<file path="config.mk">
export PLATFORM = sky130hd
export DESIGN_NAME = gradient_palette_lookup
export DESIGN_NICKNAME = d
export VERILOG_FILES = /design/src/sv/gpl_pkg.sv /design/src/sv/gpl_cfg_regs.sv /design/src/sv/gpl_front.sv /design/src/sv/gpl_blend.sv /design/src/sv/gradient_palette_lookup.sv
export SDC_FILE = /design/constraint.sdc
export NUM_CORES = 2
export LEC_CHECK = 0
export ABC_AREA = 1
export BUFFER_PORTS_ARGS = -buffer_cell sky130_fd_sc_hd__buf_4
export CAP_MARGIN = 10
export CORE_MARGIN = 8
export CORE_UTILIZATION = 25
export CTS_BUF_LIST = sky130_fd_sc_hd__clkbuf_4
export DETAILED_ROUTE_END_ITERATION = 16
export GPL_TIMING_DRIVEN = 0
export PLACE_DENSITY_LB_ADDON = 0.1
export SYNTH_ARGS = -nofsm -noshare
export SYNTH_HDL_FRONTEND = slang
export SYNTH_SLANG_ARGS = --single-unit
</file>
<file path="constraint.sdc">
create_clock -name i_clk -period 10.8 [get_ports i_clk]
set_clock_uncertainty 0.05 [all_clocks]
set_input_delay 2.16 -clock i_clk [delete_from_list [all_inputs] [get_ports i_clk]]
set_output_delay 2.16 -clock i_clk [all_outputs]
set_load 0.05 [all_outputs]
</file>
<file path="src/sv/gpl_pkg.sv">
// Shared types and constants of the gradient palette lookup
package gpl_pkg;

    localparam int MAX_STOPS = 7;
    localparam int FRAC_BITS = 16;
    localparam int ONE_INT   = 1 << FRAC_BITS;

    localparam int IN_W   = 18;                     // intensity width
    localparam int MAG_W  = IN_W - 1;               // magnitude of a non-negative intensity
    localparam int CNT_W  = 3;                      // stop count register
    localparam int POS_W  = MAG_W + CNT_W;          // intensity * segments
    localparam int SEG_W  = POS_W - FRAC_BITS;      // integer part of position
    localparam int IDX_W  = $clog2(MAX_STOPS);      // stop index
    localparam int FRAC_W = FRAC_BITS + 1;          // fraction incl. full weight
    localparam int CH_W   = 8;                      // one colour channel
    localparam int RGB_W  = 3 * CH_W;
    localparam int PROD_W = CH_W + FRAC_BITS;       // channel * weight
    localparam int REG_W  = RGB_W;                  // widest config register
    localparam int RIDX_W = 3;                      // config register index

    // Config register map
    localparam logic [RIDX_W-1:0] REG_STOP_COUNT = RIDX_W'(0);
    localparam logic [RIDX_W-1:0] REG_COLOR_BASE = RIDX_W'(1);

    // Reset values
    localparam logic [CNT_W-1:0] RST_STOP_COUNT = CNT_W'(2);
    localparam logic [RGB_W-1:0] RST_COLOR_HI   = {RGB_W{1'b1}};

    typedef logic [RGB_W-1:0] t_rgb;

    // Per-stage advance enables
    typedef struct packed {
        logic s1;
        logic s2;
        logic s3;
        logic s4;
    } t_pipe_en;

endpackage

</file>
<file path="src/sv/gpl_cfg_regs.sv">
// Configuration registers: stop count and the colour stop table
module gpl_cfg_regs (
    input  logic                        i_clk,
    input  logic                        i_rst_n,
    input  logic                        i_cfg_we,
    input  logic [gpl_pkg::RIDX_W-1:0]  i_cfg_index,
    input  logic [gpl_pkg::REG_W-1:0]   i_cfg_data,
    output logic [gpl_pkg::CNT_W-1:0]   o_stop_count,
    output gpl_pkg::t_rgb               o_colors [gpl_pkg::MAX_STOPS]
);
    import gpl_pkg::*;

    logic [CNT_W-1:0] r_stop_count;
    t_rgb             r_colors [MAX_STOPS];
    logic [RIDX_W-1:0] color_idx;

    assign color_idx = i_cfg_index - REG_COLOR_BASE;

    always_ff @(posedge i_clk) begin
        if (!i_rst_n) begin
            r_stop_count <= RST_STOP_COUNT;
            for (int k = 0; k < MAX_STOPS; k++) begin
                r_colors[k] <= (k == 1) ? RST_COLOR_HI : '0;
            end
        end else if (i_cfg_we) begin
            if (i_cfg_index == REG_STOP_COUNT) begin
                r_stop_count <= i_cfg_data[CNT_W-1:0];
            end else if (color_idx < RIDX_W'(MAX_STOPS)) begin
                r_colors[color_idx[IDX_W-1:0]] <= i_cfg_data[RGB_W-1:0];
            end
        end
    end

    assign o_stop_count = r_stop_count;
    assign o_colors     = r_colors;

endmodule

</file>
<file path="src/sv/gpl_front.sv">
// Stages 1-2: range check, position scaling, segment decode and stop select
module gpl_front (
    input  logic                        i_clk,
    input  gpl_pkg::t_pipe_en           i_en,
    input  logic signed [gpl_pkg::IN_W-1:0] i_intensity,
    input  logic [gpl_pkg::CNT_W-1:0]   i_stop_count,
    input  gpl_pkg::t_rgb               i_colors [gpl_pkg::MAX_STOPS],
    output gpl_pkg::t_rgb               o_lo,
    output gpl_pkg::t_rgb               o_hi,
    output logic [gpl_pkg::FRAC_W-1:0]  o_frac,
    output logic                        o_ok
);
    import gpl_pkg::*;

    // stage 1
    logic [CNT_W-1:0] n_count;
    logic [MAG_W-1:0] mag;
    logic             n_ok1;
    logic [CNT_W-1:0] n_segs;
    logic [POS_W-1:0] n_pos;
    logic             r_ok1;
    logic [CNT_W-1:0] r_segs;
    logic [POS_W-1:0] r_pos;

    // stage 2
    logic [SEG_W-1:0]  seg;
    logic [FRAC_W-1:0] frac;
    logic [IDX_W-1:0]  idx_lo;
    logic [IDX_W-1:0]  idx_hi;
    t_rgb              n_lo;
    t_rgb              n_hi;
    t_rgb              r_lo;
    t_rgb              r_hi;
    logic [FRAC_W-1:0] r_frac;
    logic              r_ok2;

    always_comb begin
        mag     = i_intensity[MAG_W-1:0];
        n_count = (i_stop_count > CNT_W'(MAX_STOPS)) ? CNT_W'(MAX_STOPS) : i_stop_count;
        n_ok1   = !i_intensity[IN_W-1] && (mag <= MAG_W'(ONE_INT))
                  && (n_count >= CNT_W'(2));
        if (n_ok1) begin
            n_segs = n_count - CNT_W'(1);
            n_pos  = POS_W'(POS_W'(mag) * POS_W'(n_segs));
        end else begin
            // park on a harmless segment; colours are forced to black later
            n_segs = CNT_W'(1);
            n_pos  = '0;
        end
    end

    always_ff @(posedge i_clk) begin
        if (i_en.s1) begin
            r_ok1  <= n_ok1;
            r_segs <= n_segs;
            r_pos  <= n_pos;
        end
    end

    always_comb begin
        seg  = r_pos[POS_W-1:FRAC_BITS];
        frac = {1'b0, r_pos[FRAC_BITS-1:0]};
        // on an interior stop: lower segment, full weight
        if (r_pos[FRAC_BITS-1:0] == '0 && seg != '0) begin
            seg  = seg - SEG_W'(1);
            frac = FRAC_W'(ONE_INT);
        end
        if (seg >= SEG_W'(r_segs)) begin
            seg  = SEG_W'(r_segs) - SEG_W'(1);
            frac = FRAC_W'(ONE_INT);
        end
        idx_lo = seg[IDX_W-1:0];
        idx_hi = idx_lo + IDX_W'(1);
        n_lo   = r_ok1 ? i_colors[idx_lo] : '0;
        n_hi   = r_ok1 ? i_colors[idx_hi] : '0;
    end

    always_ff @(posedge i_clk) begin
        if (i_en.s2) begin
            r_lo   <= n_lo;
            r_hi   <= n_hi;
            r_frac <= frac;
            r_ok2  <= r_ok1;
        end
    end

    assign o_lo   = r_lo;
    assign o_hi   = r_hi;
    assign o_frac = r_frac;
    assign o_ok   = r_ok2;

endmodule

</file>
<file path="src/sv/gpl_blend.sv">
// Stages 3-4: weighted products and truncating sum for one colour channel
module gpl_blend (
    input  logic                        i_clk,
    input  gpl_pkg::t_pipe_en           i_en,
    input  logic [gpl_pkg::CH_W-1:0]    i_lo,
    input  logic [gpl_pkg::CH_W-1:0]    i_hi,
    input  logic [gpl_pkg::FRAC_W-1:0]  i_frac,
    output logic [gpl_pkg::CH_W-1:0]    o_chan
);
    import gpl_pkg::*;

    logic [PROD_W-1:0] n_plo;
    logic [PROD_W-1:0] n_phi;
    logic [PROD_W-1:0] r_plo;
    logic [PROD_W-1:0] r_phi;
    logic [PROD_W:0]   sum;
    logic [CH_W-1:0]   r_chan;

    always_comb begin
        n_plo = PROD_W'(PROD_W'(i_lo) * PROD_W'(FRAC_W'(ONE_INT) - i_frac));
        n_phi = PROD_W'(PROD_W'(i_hi) * PROD_W'(i_frac));
        sum   = {1'b0, r_plo} + {1'b0, r_phi};
    end

    always_ff @(posedge i_clk) begin
        if (i_en.s3) begin
            r_plo <= n_plo;
            r_phi <= n_phi;
        end
        if (i_en.s4) begin
            r_chan <= sum[FRAC_BITS +: CH_W];
        end
    end

    assign o_chan = r_chan;

endmodule

</file>
<file path="src/sv/gradient_palette_lookup.sv">
// Gradient palette lookup: intensity to interpolated RGB through evenly spaced stops
// An accepted request moves through stages 1 to 3 into the output register, stage 4.
// Throughput: one request per cycle; the four stages advance independently, so bubbles
// close up and requests are taken while the output waits, until every stage is full.
// Reset (synchronous, active low) empties the pipeline and restores the default
// palette: two stops, black to white.
module gradient_palette_lookup (
    input  logic                        i_clk,
    input  logic                        i_rst_n,
    // request channel
    input  logic                        i_valid,
    output logic                        o_ready,
    input  logic signed [gpl_pkg::IN_W-1:0] i_intensity,
    // result channel
    output logic                        o_valid,
    input  logic                        i_ready,
    output logic [gpl_pkg::CH_W-1:0]    o_red,
    output logic [gpl_pkg::CH_W-1:0]    o_green,
    output logic [gpl_pkg::CH_W-1:0]    o_blue,
    output logic                        o_in_range,
    // configuration writes
    input  logic                        i_cfg_we,
    input  logic [gpl_pkg::RIDX_W-1:0]  i_cfg_index,
    input  logic [gpl_pkg::REG_W-1:0]   i_cfg_data
);
    import gpl_pkg::*;

    logic [CNT_W-1:0]  stop_count;
    t_rgb              colors [MAX_STOPS];
    t_pipe_en          en;
    t_rgb              lo;
    t_rgb              hi;
    logic [FRAC_W-1:0] frac;
    logic              ok2;

    // Valid bit per stage; stage 4 is the output register
    logic r_v1, r_v2, r_v3, r_v4;
    logic r_ok3, r_ok4;

    // A stage moves on when it is empty or the stage after it moves on
    always_comb begin
        en.s4 = !r_v4 || i_ready;
        en.s3 = !r_v3 || en.s4;
        en.s2 = !r_v2 || en.s3;
        en.s1 = !r_v1 || en.s2;
    end

    assign o_ready = en.s1;

    always_ff @(posedge i_clk) begin
        if (!i_rst_n) begin
            r_v1 <= 1'b0;
            r_v2 <= 1'b0;
            r_v3 <= 1'b0;
            r_v4 <= 1'b0;
        end else begin
            if (en.s1) r_v1 <= i_valid;
            if (en.s2) r_v2 <= r_v1;
            if (en.s3) r_v3 <= r_v2;
            if (en.s4) r_v4 <= r_v3;
        end
    end

    // in_range flag rides alongside the channel arithmetic
    always_ff @(posedge i_clk) begin
        if (en.s3) r_ok3 <= ok2;
        if (en.s4) r_ok4 <= r_ok3;
    end

    gpl_cfg_regs u_cfg (
        .i_clk        (i_clk),
        .i_rst_n      (i_rst_n),
        .i_cfg_we     (i_cfg_we),
        .i_cfg_index  (i_cfg_index),
        .i_cfg_data   (i_cfg_data),
        .o_stop_count (stop_count),
        .o_colors     (colors)
    );

    // Out-of-range requests leave the front with both stops black
    gpl_front u_front (
        .i_clk        (i_clk),
        .i_en         (en),
        .i_intensity  (i_intensity),
        .i_stop_count (stop_count),
        .i_colors     (colors),
        .o_lo         (lo),
        .o_hi         (hi),
        .o_frac       (frac),
        .o_ok         (ok2)
    );

    gpl_blend u_red (
        .i_clk  (i_clk),
        .i_en   (en),
        .i_lo   (lo[2*CH_W +: CH_W]),
        .i_hi   (hi[2*CH_W +: CH_W]),
        .i_frac (frac),
        .o_chan (o_red)
    );

    gpl_blend u_green (
        .i_clk  (i_clk),
        .i_en   (en),
        .i_lo   (lo[CH_W +: CH_W]),
        .i_hi   (hi[CH_W +: CH_W]),
        .i_frac (frac),
        .o_chan (o_green)
    );

    gpl_blend u_blue (
        .i_clk  (i_clk),
        .i_en   (en),
        .i_lo   (lo[0 +: CH_W]),
        .i_hi   (hi[0 +: CH_W]),
        .i_frac (frac),
        .o_chan (o_blue)
    );

    assign o_valid    = r_v4;
    assign o_in_range = r_ok4;

endmodule

</file>
==> out/metrics.csv <==
metric,value,unit
run status,completed,
fin worst setup slack,3099,ps
worst slew pin tran,1115,ps
clock share of power,18.6,%
Leak,26.94,nW
Worst Path Arrival,8530,ps
Mapped Avg Cell Area,7.710,µm²
fillers,21630,
Die X,458,µm
most frequent CP cell,nand2_1,
top cell type by total area after synthesis,fa_1,
fin crit period,7701,ps
Resize count post-CTS,0,
Post-Synth Adder-Cell Area,32.93,%
Routed WL per cell,20.12,µm
First DRT Iteration DRCs,2274,
pre-CTS setup slack,3024,ps
crit end category,flip-flop,
Max-cap violations,0,
Crit-path slowest cell,xnor2_1,
Sw Ratio,51.32,%
TritonCTS clock tree,yes,
ys flop type,edfxtp_1,
DRT antenna net count,0,
Final HPWL DP,150300,µm
die area,209800,µm²
TritonRoute pass-1 iters,5,
NetSw,4.863,mW
Syn Nets,7308,
share of post-route cells with drive strength above 1,5.551,%
vias in the first global route,43700,
Area contributors post-synth,"fa_1, edfxtp_1, nand2_1, inv_1, ha_1",
Worst EP required,11630,ps
worst-skew pair later-pin latency,1200,ps
RSZ-0062 raised after global routing,false,
cells after synthesis,6335,
Final Slew Violations,0,
"Net count, final",7529,
"commonest non-fill, non-tap cell in the layout",nand2_1,
"flops & latches, synth",435,
final core utilization,27.97,%
sequential share of power,24.8,%
All-Layer GR Usage,17.44,%
Worst Hold Class,reg2reg,
final cell count without fillers,9195,
placed insts,8956,
post-synth top area share,24.76,%
kind of critical path,reg2reg,
"EDFF count, synth",260,
largest family of logic cells by synthesized area,adder cells,
"Period Utilization, post-route",71.31,%
DRT Wirelength,185000,µm
num ports,77,
initial antenna violation count,7,
Synth Area in Compound Gates,8.193,%
internal power,4.613,mW
clock sink count,435,
"Hold Vio Cnt, Final",0,
die height,458,µm
Setup-failing EPs final,0,
Post-synth ARST share,0,%
maximum fanout along the worst path,10,
Overflow after GRT,0,
P&R area growth vs syn,11.42,%
multi-input logic area,31810,µm²
H-tree Lvls,4,
yosys warns,0,
"Power, Total",9.476,mW
clk slew on worst S/H paths,70,ps
Gate power share,56.6,%
most frequent cells in the layout,"nand2_1, inv_1, nor2_1",
hold buffer count at CTS,0,
Register Area,11310,µm²
Placer Congestion,0.8711,
drt via density,4.500,
Initial Util,25.10,%
crit path launch type,flip-flop,
relative slew slack,25.68,%
setup repair bufs after CTS,0,
maximum achievable frequency,129.9,MHz
drt drc,0,
post-synthesis sequential area ratio,23.16,%
critical path's largest stage delay,820,ps
number of buffers created by CTS,139,
clk buf depth,3,
Post-Synth XOR/XNOR Area,3.264,%
Synth Area in Simple Gates,20.75,%
DR vias,41370,
pin count of the biggest net entering global routing,114,
Post-Synthesis Cell Area,48840,µm²
Synth cell types,53,
post-synthesis mux area share,0,%
Core Region,194600,µm²
Max IR drop VDD,0.06325,mV
global-route wire length before repair,276300,µm
num rows,162,
Port Buffer Count,76,
pwr/cell area,174.1,nW/µm²
CTS Root Cell,clkbuf_4,
final cells by class:
class	instances	share of cell area (%)
Antenna cell	6	0.02759
Tap cell	2542	5.845
Timing Repair Buffer	80	1.200
Clock inverter	50	0.6507
Buffer	294	2.226
Multi-Input combinational cell	4405	58.46
Sequential cell	435	20.79
Inverter	1201	8.298
Clock buffer	182	2.511
logic make-up (layout without fill, tap and decap cells):
logic type               count (synthesis)  in the layout
adder cells (fa/ha/maj)                923            923
XOR/XNOR                               178            178
AND/OR/NAND/NOR                       2548           2548
flip-flops                             435            435
AO/OA/AOI/OAI                          756            756
buffers and inverters                 1495           1807
other                                    0              6
final timing paths:
check                         endpoint  cells after the start  slack (ps)                             from
min reg2reg       o_in_range$_DFFE_PP_                      0         380                  r_ok3$_DFFE_PP_
min               o_in_range$_DFFE_PP_                      0         380                  r_ok3$_DFFE_PP_
max          u_red.r_plo[21]$_DFFE_PP_                     29        3100  u_front.o_frac[1]$_SDFFCE_PP0P_
max reg2reg  u_red.r_plo[21]$_DFFE_PP_                     29        3100  u_front.o_frac[1]$_SDFFCE_PP0P_
per-stage QoR:
step	hold slack [ps]	cell area [µm²]	TNS (ps)
after CTS	390.4	54390	0
after detailed placement	375.1	52670	0
final	381.6	54420	0
after floorplan	350.3	48840	0
after global routing	388.6	54410	0
after global placement	360.6	52590	-54150
sequential cells by signal (all words and copies together), names as in the netlist, 17 cells and up:
| signal | count |
|---|---|
| u_blue.r_phi | 24 |
| u_blue.r_plo | 24 |
| u_cfg.o_colors | 168 |
| u_front.o_frac | 17 |
| u_front.o_hi | 24 |
| u_front.o_lo | 24 |
| u_front.r_pos | 20 |
| u_green.r_phi | 24 |
| u_green.r_plo | 24 |
| u_red.r_phi | 24 |
| u_red.r_plo | 24 |
critical path: cells and delay by family, from the launching register on:
| kind | cells | cell delay [ps] |
|---|---|---|
| xor gates and xnor gates | 2 | 1260 |
| DFF | 1 | 360 |
| buffers and inverters | 5 | 1140 |
| AOI/OAI and AO/OA | 3 | 580 |
| adders and majority gates | 6 | 2590 |
| and+or+nand+nor | 13 | 1470 |
power by group through the flow:
stage | sequential, mW | combinational (mW) | clock, mW
floorplan | 2.39 | 3.27 | 0
global placement | 2.40 | 5.45 | 0
detailed placement | 2.39 | 5.42 | 0
CTS | 2.36 | 5.47 | 1.88
global route | 2.38 | 5.96 | 1.94
finish | 2.35 | 5.36 | 1.76
cell usage after synthesis (all sizes together) (2+ instances only):
cell / instances
nor3b: 3
fa: 604
a211oi: 9
edfxtp: 260
xnor3: 2
nor4: 22
nand2: 1380
o31ai: 8
o21a: 9
nand3: 260
a21oi: 372
nand3b: 8
a221oi: 3
o21ai: 298
nand4: 23
clkinv: 4
o21bai: 8
nor2: 815
a21o: 14
o211ai: 5
xnor2: 70
clkbuf: 219
xor2: 106
buf: 75
inv: 1197
dfxtp: 175
and2: 2
nor3: 29
a21boi: 3
or2: 4
a31oi: 18
o221ai: 2
ha: 319
layer usage:
metal,wire length (µm),track usage [%],share of wire (%)
met3,7026,2.351,3.8
met2,88460,29.95,48
met1,83550,22.57,45
met4,5942,5.844,3.2
met5,10,0,0.0054
No activity file was read; power rests on OpenSTA's default activity.
